## config.mk

```make
export PLATFORM = sky130hd
export DESIGN_NAME = stroke_line_rasterizer
export DESIGN_NICKNAME = d
export VERILOG_FILES = /design/src/design/slr_pkg.sv /design/src/design/stroke_line_rasterizer.sv /design/src/design/slr_step.sv /design/src/design/slr_inside.sv
export SDC_FILE = /design/constraint.sdc
export NUM_CORES = 1
export LEC_CHECK = 0
export ABC_AREA = 1
export BUFFER_PORTS_ARGS = -buffer_cell sky130_fd_sc_hd__clkbuf_2
export CAP_MARGIN = 10
export CORE_ASPECT_RATIO = 0.6
export CORE_UTILIZATION = 55
export CTS_CLUSTER_DIAMETER = 80
export DETAILED_ROUTE_END_ITERATION = 10
export PLACE_DENSITY = 0.76
export SETUP_SLACK_MARGIN = 0.2
export SYNTH_ARGS = -nofsm -noshare
export SYNTH_HDL_FRONTEND = slang
export SYNTH_HIERARCHICAL = 1
export SYNTH_SLANG_ARGS = --single-unit
```

## constraint.sdc

```tcl
create_clock -name clk -period 4.6 [get_ports clk]
set_clock_uncertainty 0.2 [all_clocks]
set_input_delay 1.38 -clock clk [delete_from_list [all_inputs] [get_ports clk]]
set_output_delay 1.38 -clock clk [all_outputs]
set_load 0.01 [all_outputs]
```

## src/design/slr_pkg.sv

```systemverilog
// ----------------------------------------------------------------------------
// slr_pkg
// Shared types, constants and helpers for the stroke line rasterizer.
// ----------------------------------------------------------------------------
package slr_pkg;

  localparam int COORD_W = 7;
  localparam int CFG_W   = 6;
  localparam int ERR_W   = 9;
  localparam int CFG_IDX_W = 1;

  localparam logic signed [COORD_W-1:0] COORD_LOW  = -7'sd16;
  localparam logic signed [COORD_W-1:0] COORD_HIGH = 7'sd47;

  localparam logic [CFG_IDX_W-1:0] CFG_CANVAS_WIDTH  = 1'b0;
  localparam logic [CFG_IDX_W-1:0] CFG_CANVAS_HEIGHT = 1'b1;

  localparam logic [CFG_W-1:0] CANVAS_RESET = 6'd32;

  typedef logic signed [COORD_W-1:0] coord_t;
  typedef logic [COORD_W-1:0]        delta_t;
  typedef logic signed [ERR_W-1:0]   err_t;

  // Walk position and error term of the line stepper.
  typedef struct packed {
    coord_t x;
    coord_t y;
    err_t   err;
  } walk_t;

  // Constant line setup shared by every step.
  typedef struct packed {
    delta_t dx;
    delta_t dy;
    logic   sx_neg;
    logic   sy_neg;
  } line_t;

  function automatic coord_t sat_coord(input coord_t v);
    coord_t r;
    if (v < COORD_LOW) begin
      r = COORD_LOW;
    end else if (v > COORD_HIGH) begin
      r = COORD_HIGH;
    end else begin
      r = v;
    end
    return r;
  endfunction

endpackage

```

## src/design/stroke_line_rasterizer.sv

```systemverilog
// ----------------------------------------------------------------------------
// stroke_line_rasterizer
// Pointer samples to pixel writes along a Bresenham line, one point a beat.
// ----------------------------------------------------------------------------
// Flow: a sample loads the line setup and walk registers; up to 64 points
//   per line are registered out. The shared step unit advances one point per
//   cycle when the output is not stalled; in_ready is low until the last point.
// Reset: synchronous active low; no stroke, previous point 0, canvas 32x32.
// ----------------------------------------------------------------------------
module stroke_line_rasterizer
  import slr_pkg::*;
#(
  parameter int MAX_CANVAS = 32
) (
  input  logic                 clk,
  input  logic                 rst_n,
  input  logic                 cfg_we,
  input  logic [CFG_IDX_W-1:0] cfg_index,
  input  logic [CFG_W-1:0]     cfg_wdata,
  input  logic                 in_valid,
  output logic                 in_ready,
  input  logic signed [6:0]    in_cell_x,
  input  logic signed [6:0]    in_cell_y,
  input  logic                 in_left_button,
  input  logic                 in_right_button,
  input  logic                 in_console_open,
  input  logic                 in_clear_key,
  output logic                 out_valid,
  input  logic                 out_ready,
  output logic signed [6:0]    out_point_x,
  output logic signed [6:0]    out_point_y,
  output logic                 out_pixel_value,
  output logic                 out_write_enable,
  output logic                 out_clear_canvas,
  output logic                 out_last_point
);

  localparam logic ST_IDLE = 1'b0;
  localparam logic ST_WALK = 1'b1;

  logic             state_r;
  logic             stroke_r;
  coord_t           prev_x_r;
  coord_t           prev_y_r;
  logic [CFG_W-1:0] cfg_w_r;
  logic [CFG_W-1:0] cfg_h_r;
  walk_t            walk_r;
  line_t            line_r;
  coord_t           tgt_x_r;
  coord_t           tgt_y_r;
  logic             val_r;
  logic             clr_r;
  logic             out_valid_r;
  coord_t           out_x_r;
  coord_t           out_y_r;
  logic             out_val_r;
  logic             out_we_r;
  logic             out_clr_r;
  logic             out_last_r;

  logic             in_acc;
  coord_t           cx;
  coord_t           cy;
  logic             any_btn;
  logic signed [COORD_W:0] diff_x;
  logic signed [COORD_W:0] diff_y;
  delta_t           dx;
  delta_t           dy;
  walk_t            walk_nxt;
  logic             in_canvas;
  logic             out_free;
  logic             emit;
  logic             at_end;

  assign in_ready = (state_r == ST_IDLE);
  assign in_acc   = in_valid && in_ready;
  assign cx       = sat_coord(in_cell_x);
  assign cy       = sat_coord(in_cell_y);
  assign any_btn  = in_left_button || in_right_button;
  assign diff_x   = {cx[COORD_W-1], cx} - {prev_x_r[COORD_W-1], prev_x_r};
  assign diff_y   = {cy[COORD_W-1], cy} - {prev_y_r[COORD_W-1], prev_y_r};
  assign dx       = diff_x[COORD_W] ? delta_t'(-diff_x) : diff_x[COORD_W-1:0];
  assign dy       = diff_y[COORD_W] ? delta_t'(-diff_y) : diff_y[COORD_W-1:0];

  assign out_free = !out_valid_r || out_ready;
  assign emit     = (state_r == ST_WALK) && out_free;
  assign at_end   = clr_r || ((walk_r.x == tgt_x_r) && (walk_r.y == tgt_y_r));

  slr_step u_step (
    .cur  (walk_r),
    .line (line_r),
    .nxt  (walk_nxt)
  );

  slr_inside #(
    .MAX_CANVAS (MAX_CANVAS)
  ) u_inside (
    .canvas_width  (cfg_w_r),
    .canvas_height (cfg_h_r),
    .x             (walk_r.x),
    .y             (walk_r.y),
    .in_canvas     (in_canvas)
  );

  // control
  always_ff @(posedge clk) begin
    if (!rst_n) begin
      state_r     <= ST_IDLE;
      stroke_r    <= 1'b0;
      prev_x_r    <= '0;
      prev_y_r    <= '0;
      cfg_w_r     <= CANVAS_RESET;
      cfg_h_r     <= CANVAS_RESET;
      out_valid_r <= 1'b0;
    end else begin
      if (cfg_we) begin
        case (cfg_index)
          CFG_CANVAS_WIDTH:  cfg_w_r <= cfg_wdata;
          CFG_CANVAS_HEIGHT: cfg_h_r <= cfg_wdata;
          default: ;
        endcase
      end
      if (emit) begin
        out_valid_r <= 1'b1;
      end else if (out_ready) begin
        out_valid_r <= 1'b0;
      end
      case (state_r)
        ST_IDLE: begin
          if (in_acc) begin
            if (in_console_open) begin
              stroke_r <= 1'b0;
            end else if (!any_btn) begin
              stroke_r <= 1'b0;
              if (in_clear_key) begin
                state_r <= ST_WALK;
              end
            end else begin
              stroke_r <= 1'b1;
              prev_x_r <= cx;
              prev_y_r <= cy;
              state_r  <= ST_WALK;
            end
          end
        end
        ST_WALK: begin
          if (emit && at_end) begin
            state_r <= ST_IDLE;
          end
        end
        default: state_r <= ST_IDLE;
      endcase
    end
  end

  // line setup and walk
  always_ff @(posedge clk) begin
    if (in_acc) begin
      clr_r         <= !any_btn;
      val_r         <= in_right_button;
      tgt_x_r       <= cx;
      tgt_y_r       <= cy;
      line_r.dx     <= dx;
      line_r.dy     <= dy;
      line_r.sx_neg <= !(prev_x_r < cx);
      line_r.sy_neg <= !(prev_y_r < cy);
      walk_r.err    <= $signed({2'b00, dx}) - $signed({2'b00, dy});
      if (stroke_r) begin
        walk_r.x <= prev_x_r;
        walk_r.y <= prev_y_r;
      end else begin
        walk_r.x <= cx;
        walk_r.y <= cy;
      end
    end else if (emit && !at_end) begin
      walk_r <= walk_nxt;
    end
  end

  // output beat
  always_ff @(posedge clk) begin
    if (emit) begin
      out_x_r    <= clr_r ? '0 : walk_r.x;
      out_y_r    <= clr_r ? '0 : walk_r.y;
      out_val_r  <= !clr_r && val_r;
      out_we_r   <= !clr_r && in_canvas;
      out_clr_r  <= clr_r;
      out_last_r <= at_end;
    end
  end

  assign out_valid        = out_valid_r;
  assign out_point_x      = out_x_r;
  assign out_point_y      = out_y_r;
  assign out_pixel_value  = out_val_r;
  assign out_write_enable = out_we_r;
  assign out_clear_canvas = out_clr_r;
  assign out_last_point   = out_last_r;

endmodule

```

## src/design/slr_step.sv

```systemverilog
// ----------------------------------------------------------------------------
// slr_step
// One Bresenham step: error test, coordinate advance and error update.
// ----------------------------------------------------------------------------
module slr_step
  import slr_pkg::*;
(
  input  walk_t cur,
  input  line_t line,
  output walk_t nxt
);

  logic signed [ERR_W:0] e2;
  logic signed [ERR_W:0] dx_s;
  logic signed [ERR_W:0] dy_s;
  logic                  step_x;
  logic                  step_y;
  err_t                  dx_e;
  err_t                  dy_e;

  assign e2     = {cur.err, 1'b0};
  assign dx_s   = $signed({{(ERR_W+1-COORD_W){1'b0}}, line.dx});
  assign dy_s   = $signed({{(ERR_W+1-COORD_W){1'b0}}, line.dy});
  assign step_x = e2 > -dy_s;
  assign step_y = e2 < dx_s;
  assign dx_e   = $signed({{(ERR_W-COORD_W){1'b0}}, line.dx});
  assign dy_e   = $signed({{(ERR_W-COORD_W){1'b0}}, line.dy});

  always_comb begin
    nxt = cur;
    if (step_x) begin
      nxt.x = line.sx_neg ? cur.x - 7'sd1 : cur.x + 7'sd1;
    end
    if (step_y) begin
      nxt.y = line.sy_neg ? cur.y - 7'sd1 : cur.y + 7'sd1;
    end
    nxt.err = cur.err - (step_x ? dy_e : '0) + (step_y ? dx_e : '0);
  end

endmodule

```

## src/design/slr_inside.sv

```systemverilog
// ----------------------------------------------------------------------------
// slr_inside
// Canvas bounds check with the size registers clipped to MAX_CANVAS.
// ----------------------------------------------------------------------------
module slr_inside
  import slr_pkg::*;
#(
  parameter int MAX_CANVAS = 32
) (
  input  logic [CFG_W-1:0] canvas_width,
  input  logic [CFG_W-1:0] canvas_height,
  input  coord_t           x,
  input  coord_t           y,
  output logic             in_canvas
);

  localparam int MW = $clog2(MAX_CANVAS + 1);
  localparam int SW = (MW > CFG_W) ? MW : CFG_W;
  localparam logic [SW-1:0] MAX_S = SW'(MAX_CANVAS);

  logic [SW-1:0] w_ext;
  logic [SW-1:0] h_ext;
  logic [SW-1:0] w_eff;
  logic [SW-1:0] h_eff;
  logic [SW-1:0] x_ext;
  logic [SW-1:0] y_ext;

  assign w_ext = SW'(canvas_width);
  assign h_ext = SW'(canvas_height);
  assign w_eff = (w_ext > MAX_S) ? MAX_S : w_ext;
  assign h_eff = (h_ext > MAX_S) ? MAX_S : h_ext;
  assign x_ext = SW'(x[COORD_W-2:0]);
  assign y_ext = SW'(y[COORD_W-2:0]);

  assign in_canvas = !x[COORD_W-1] && !y[COORD_W-1] && (x_ext < w_eff) && (y_ext < h_eff);

endmodule

```

**Word-level counts from Yosys, hierarchy flattened**

Index checks and enable logic that the tools add are counted.

- Flip-flop bits (word level): 102
- Output and inout bits: 20
- Word-level logic and storage cells: 111

- Add/sub/neg operators: 12
- $lt $le $gt $ge: 12
- Equality and inequality tests: 2
- Muxes and demuxes: 27
- Bitwise logic cells: 3
- Reduce and logical (&&, ||, !) cells: 31

Operator list:

| operator | number |
|---|---|
| $mux W7 | 12 |
| $mux W23 | 2 |
| $sub A7 B7 Y8 | 3 |
| $add A7 B2 Y7 const B | 2 |
| $eq A7 B7 Y1 | 2 |
| $gt A7 B7 Y1 const B | 2 |
| $lt A7 B5 Y1 const B | 2 |
| $lt A7 B7 Y1 | 2 |
| $mux W14 | 1 |
| $neg A7 Y7 | 2 |
| $sub A7 B2 Y7 const B | 2 |
| $gt A6 B6 Y1 const B | 2 |
| $lt A6 B6 Y1 | 2 |
| $mux W6 | 2 |
| $gt A10 B10 Y1 | 1 |
| $logic_and A1 B1 Y1 | 10 |
| $lt A10 B8 Y1 | 1 |
| $neg A7 Y10 | 1 |
| $reduce_and A2 Y1 | 5 |
| $add A9 B9 Y9 | 1 |
| $mux W1 | 9 |
| $sub A9 B9 Y9 | 1 |
| $logic_not A1 Y1 | 8 |
| $reduce_bool A2 Y1 | 4 |
| 4 further kinds | 8 |

**Depth between registers and ports, before layout**

- Depth in word-level cells: 8
- Gate-level depth with buffers: 28
- Depth with buffers taken out: 28

**By module**

Netlist, hierarchy kept.

Modules (own cells, without submodules):

| module | instances | cells each | area each (um^2) | sequential area each (um^2) |
|---|---|---|---|---|
| stroke_line_rasterizer | 1 | 631 | 5,387.7 | 2,772.7 |
| slr_step | 1 | 324 | 2,021.9 | 0.0 |
| slr_inside | 1 | 54 | 315.3 | 0.0 |

**Worst setup path after synthesis**

No wires, ideal clock.

- Kind: input to register
- From: input in_cell_y[4]
- To: register walk_r[6] (netlist bit) (data pin)
- Library setup time: 0.254 ns
- Arrival: 4.185 ns
- Slack: -0.039 ns
- Cell stages on the path: 19
- Cell sequence: nand2_1 nand2_1 a21oi_1 ha_1 inv_1 fa_1 inv_1 ha_1 o21ai_0 fa_1 inv_1 o31ai_1 inv_1 nor2_1 nor2_1 nand2_2 nand3_1 nand3_1 nand2_1

- Word-level cells in the longest chain between the ends: 8
- Elaborated cells on any way between the ends: 9
- Those cells by class: add/sub (3); order compare (2); mux (4)

Ends and longest elaborated chain:

| element | RTL line | RTL |
|---|---|---|
| start, declared | stroke_line_rasterizer.sv:23 | `input logic signed [6:0] in_cell_y,` |
| $gt A7 B7 Y1 | slr_pkg.sv:43 | `end else if (v > COORD_HIGH) begin` |
| $mux W7 | slr_pkg.sv:43 |  |
| $mux W7 * | slr_pkg.sv:41 | `if (v < COORD_LOW) begin` |
| $sub A7 B7 Y8 * | stroke_line_rasterizer.sv:81 | `assign diff_y = {cy[COORD_W-1], cy} - {prev_y_r[COORD_W-1], prev_y_r};` |
| $neg A7 Y7 | stroke_line_rasterizer.sv:83 | `assign dy = diff_y[COORD_W] ? delta_t'(-diff_y) : diff_y[COORD_W-1:0];` |
| $mux W7 * | stroke_line_rasterizer.sv:83 |  |
| $sub A7 B7 Y8 * | stroke_line_rasterizer.sv:167 | `walk_r.err <= $signed({2'b00, dx}) - $signed({2'b00, dy});` |
| $mux W23 * | stroke_line_rasterizer.sv:158 | `if (in_acc) begin` |
| end signal, assigned | stroke_line_rasterizer.sv:176 | `walk_r <= walk_nxt;` |
| end, declared | stroke_line_rasterizer.sv:47 | `walk_t walk_r;` |

Every way passes the cells marked *; elsewhere a longest branch is shown, timed or not.
A chain may end at the register's enable or synchronous reset.

**Worst setup path in the final report**

- From: input in_cell_x[4]
- To: register walk_r[7] (netlist bit) (data pin)

- Word-level cells in the longest chain between the ends: 8
- Elaborated cells on any way between the ends: 9
- Those cells by class: add/sub (3); order compare (2); mux (4)

Ends and longest elaborated chain:

| element | RTL line | RTL |
|---|---|---|
| start, declared | stroke_line_rasterizer.sv:22 | `input logic signed [6:0] in_cell_x,` |
| $gt A7 B7 Y1 | slr_pkg.sv:43 |  |
| $mux W7 | slr_pkg.sv:43 |  |
| $mux W7 * | slr_pkg.sv:41 |  |
| $sub A7 B7 Y8 * | stroke_line_rasterizer.sv:80 | `assign diff_x = {cx[COORD_W-1], cx} - {prev_x_r[COORD_W-1], prev_x_r};` |
| $neg A7 Y7 | stroke_line_rasterizer.sv:82 | `assign dx = diff_x[COORD_W] ? delta_t'(-diff_x) : diff_x[COORD_W-1:0];` |
| $mux W7 * | stroke_line_rasterizer.sv:82 |  |
| net dx[2] | stroke_line_rasterizer.sv:67 | `delta_t dx;` |
| $sub A7 B7 Y8 * | stroke_line_rasterizer.sv:167 |  |
| $mux W23 * | stroke_line_rasterizer.sv:158 |  |

The timed path passes the listed nets; every way through them passes the cells marked *.

==> flow_summary.toml <==
[synth]
yosysTopAreaCellShare_pct = 28.4
synth_area_per_cell_um2 = 7.66
ys_seq_area_share_pct = 35.9
synth-edff-count = 73
ys_top_cells_by_area = "edfxtp_1 (28%), nand2_1 (12%), ha_1 (11%)"
netlist_instances = 1009
syn_area_um2 = 7720
synthArstFlopShare_pct = 0
synth_common_cells = "nand2_1 (241), inv_1 (174), nor2_1 (92)"
yosysWarnings = 6
synth_most_common_cell = "nand2_1"
synthDistinctLibCells = 48
synth_top_cell_by_area = "edfxtp_1"
syn_nets = 1118
synth_ff_type = "edfxtp_1"
ys_ff_latch = 102

[global_route]
grt_max_degree = 34
grt_usage_pct = 30.1
antenna_found_initial = 0
grt_pass1_wl_um = 33300
overflow = 0
grt_pass1_vias = 6555

[routing]
wire_per_inst_um = 16.2
vias = 7262
avgViaCountPerCell = 5.37
wl_um = 21900
first_pass_iters = 6
drcViolationCount = 0
drt_iter0_markers = 606
detail-route-antenna-nets = 0

[sta]
finalMaxSlewViolations = 0
worst_slack_ns = -0.0757
rsz0062_at_grt = "true"
hold_violations = 0
fin_hold_ws_ns = 0.288
worst_pin_slew_ns = 0.709
fin_crit_sh_pct = 102
setup_viol_count_final = 3
slew_headroom_pct = 52.7
fmax_mhz = 214
finalCriticalPeriod_ns = 4.68

[die]
io_pins = 50
initial_core_util_pct = 56.5
fp.dieH_um = 93.8
die-area_um2 = 14500
die_w_um = 155
row_count = 33
core-area_um2 = 13700

[power_and_ir_drop]
netSwitchingFraction_pct = 46.3
power.share.combinational_pct = 62.3
power_mw = 5.77
sequentialPowerShare_pct = 25.0
p_sw_mw = 2.67
pwr-share-clk_pct = 12.7
power.leakage_nw = 4.78
peakVddDrop_uv = 415
intPower_mw = 3.10
powerDensity_nw_per_um2 = 595

[clocking]
cts_buffer_depth = 2
cts-hold-fix-buffers = 0
cts_sinks = 102
cts_tree = "done"
numCtsBuffers = 9
cts.reportedPaths.clkPinSlew_ns = 0.08
cts-root-buf = "clkbuf_16"
htreeDepth = 3
clk_latency_ns = 0.34

[critical_path]
required_ns = 4.50
r2r_start = "line_r[2]$_DFFE_PP_"
crit_type = "input pin to flip-flop"
startpoint_type = "input pin"
crit_arrival_ns = 4.58
worstPathMaxFanout = 5
r2r_cells = 26
end_kind = "flip-flop"
startpoint = "in_cell_x[4]"

[hold_path]
min_path_cells = 2
hp-class = "flip-flop to flip-flop"
min-delay-start = "cfg_w_r[5]$_SDFFE_PN1P_"

[cells_and_area]
final_design_area_no_fill_um2 = 9700
instances_no_fill = 1353
antenna_cells = 0
final_util_pct = 71.0
final_nets = 1265
nFillCells = 1064
multi_input_area_um2 = 4630
regArea_um2 = 2770
syn2layout_area_growth_pct = 25.6
drive_gt1_share_pct = 25.0

[outcome]
violations = "setup timing"
status = "complete, but fails checks"

[placed_design]
place_congestion = 0.967
dp_cells = 1306
place_area_um2 = 8750
numPortBuffers = 49
hpwlAfterDp_um = 16400

[job]
max_cap_violations = 0
## power groups by stage
stage               clock, mW  sequential (mW)  combinational [mW]
floorplan                   0             1.36                2.35
finish                  0.735             1.44                3.60
detailed placement          0             1.45                3.12
CTS                     0.743             1.43                3.29
global route            0.775             1.45                3.99
global placement            0             1.45                3.02
## cell usage in the layout (no fill, tap or decap), drive strengths merged, types with 3 or more instances in the layout
cell / instances
a21oi: 68
a31oi: 3
buf: 106
clkbuf: 56
clkinv: 3
dfxtp: 29
edfxtp: 73
fa: 12
ha: 67
inv: 183
nand2: 254
nand3: 75
nand3b: 6
nand4: 16
nor2: 100
nor3: 6
o21ai: 37
o31ai: 6
or2: 6
xnor2: 11
xor2: 24
## per-layer routing
layer	up-vias	track usage [%]	share of wire (%)	routed length, um
met3	24	6.92	11	2300
met5	-	0	0	0
met1	3304	47.1	48	10600
met4	0	4.46	0.90	197
li1	3570	-	-	-
met2	364	42.1	40	8790
## critical path, cell delays in order
cell and delay (ns):
clkbuf_8 0.13, nand2_8 0.09, nand2_8 0.08, a21oi_4 0.19
ha_2 0.20, inv_2 0.04, fa_2 0.55, inv_2 0.06
ha_4 0.16, nor2_2 0.11, xnor2_1 0.17, inv_1 0.13
ha_4 0.31, inv_4 0.05, nor2_4 0.11, nor2_1 0.05
nor2_1 0.17, nor2_1 0.07, nor2_1 0.13, nor2_2 0.06
o21ai_1 0.13, nand2_1 0.08, nand2_2 0.07, nand2_1 0.05
## sequential cells by signal, indices dropped and copies added (netlist names)
| register | flops |
|---|---|
| cfg_h_r | 6 |
| out_valid | 1 |
| stroke_r | 1 |
| out_point_x | 7 |
| state_r | 1 |
| tgt_x_r | 7 |
| prev_x_r | 7 |
| val_r | 1 |
| out_last_point | 1 |
| walk_r | 23 |
| line_r | 16 |
| out_point_y | 7 |
| clr_r | 1 |
| out_pixel_value | 1 |
| out_write_enable | 1 |
| out_clear_canvas | 1 |
| tgt_y_r | 7 |
| prev_y_r | 7 |
| cfg_w_r | 6 |
## path summary, 6_finish.rpt
kind / slack, ns / to
max: -0.08 / walk_r[7]$_DFFE_PP_
min: 0.29 / cfg_w_r[5]$_SDFFE_PN1P_
max reg2reg: 0.24 / walk_r[8]$_DFFE_PP_
min reg2reg: 0.29 / cfg_w_r[5]$_SDFFE_PN1P_
## per-stage QoR
stage	worst slack, ns	TNS, ns
floorplan	0.193	0
global placement	-0.0878	-0.303
CTS	0.194	0
detailed placement	-0.241	-1.02
finish	-0.0757	-0.199
global route	-0.193	-0.586
## area by class of cell
type	count	share of cell area [%]
Clock buffer	9	2.32
Clock inverter	7	0.580
Inverter	181	7.11
Multi-Input combinational cell	709	47.8
Sequential cell	102	28.6
Tap cell	192	2.48
Timing Repair Buffer	153	11.2
## cells by family (layout without fill, tap and decap cells)
family / after synthesis / count (layout) / share of synthesized area (%)
compound gates: 129 / 129 / 9.33
xor+xnor: 35 / 35 / 3.97
fa+ha+maj: 79 / 79 / 14.0
buf+inv: 198 / 350 / 9.99
flops: 102 / 102 / 35.9
simple gates: 466 / 466 / 26.9
## timing repair
action	CTS	global route
resized for setup	40	56
buffers inserted	14	17
pin swaps	25	37
gates cloned	0	0
setup endpoints to repair	5	6
Power figures use the tool's default switching activity.
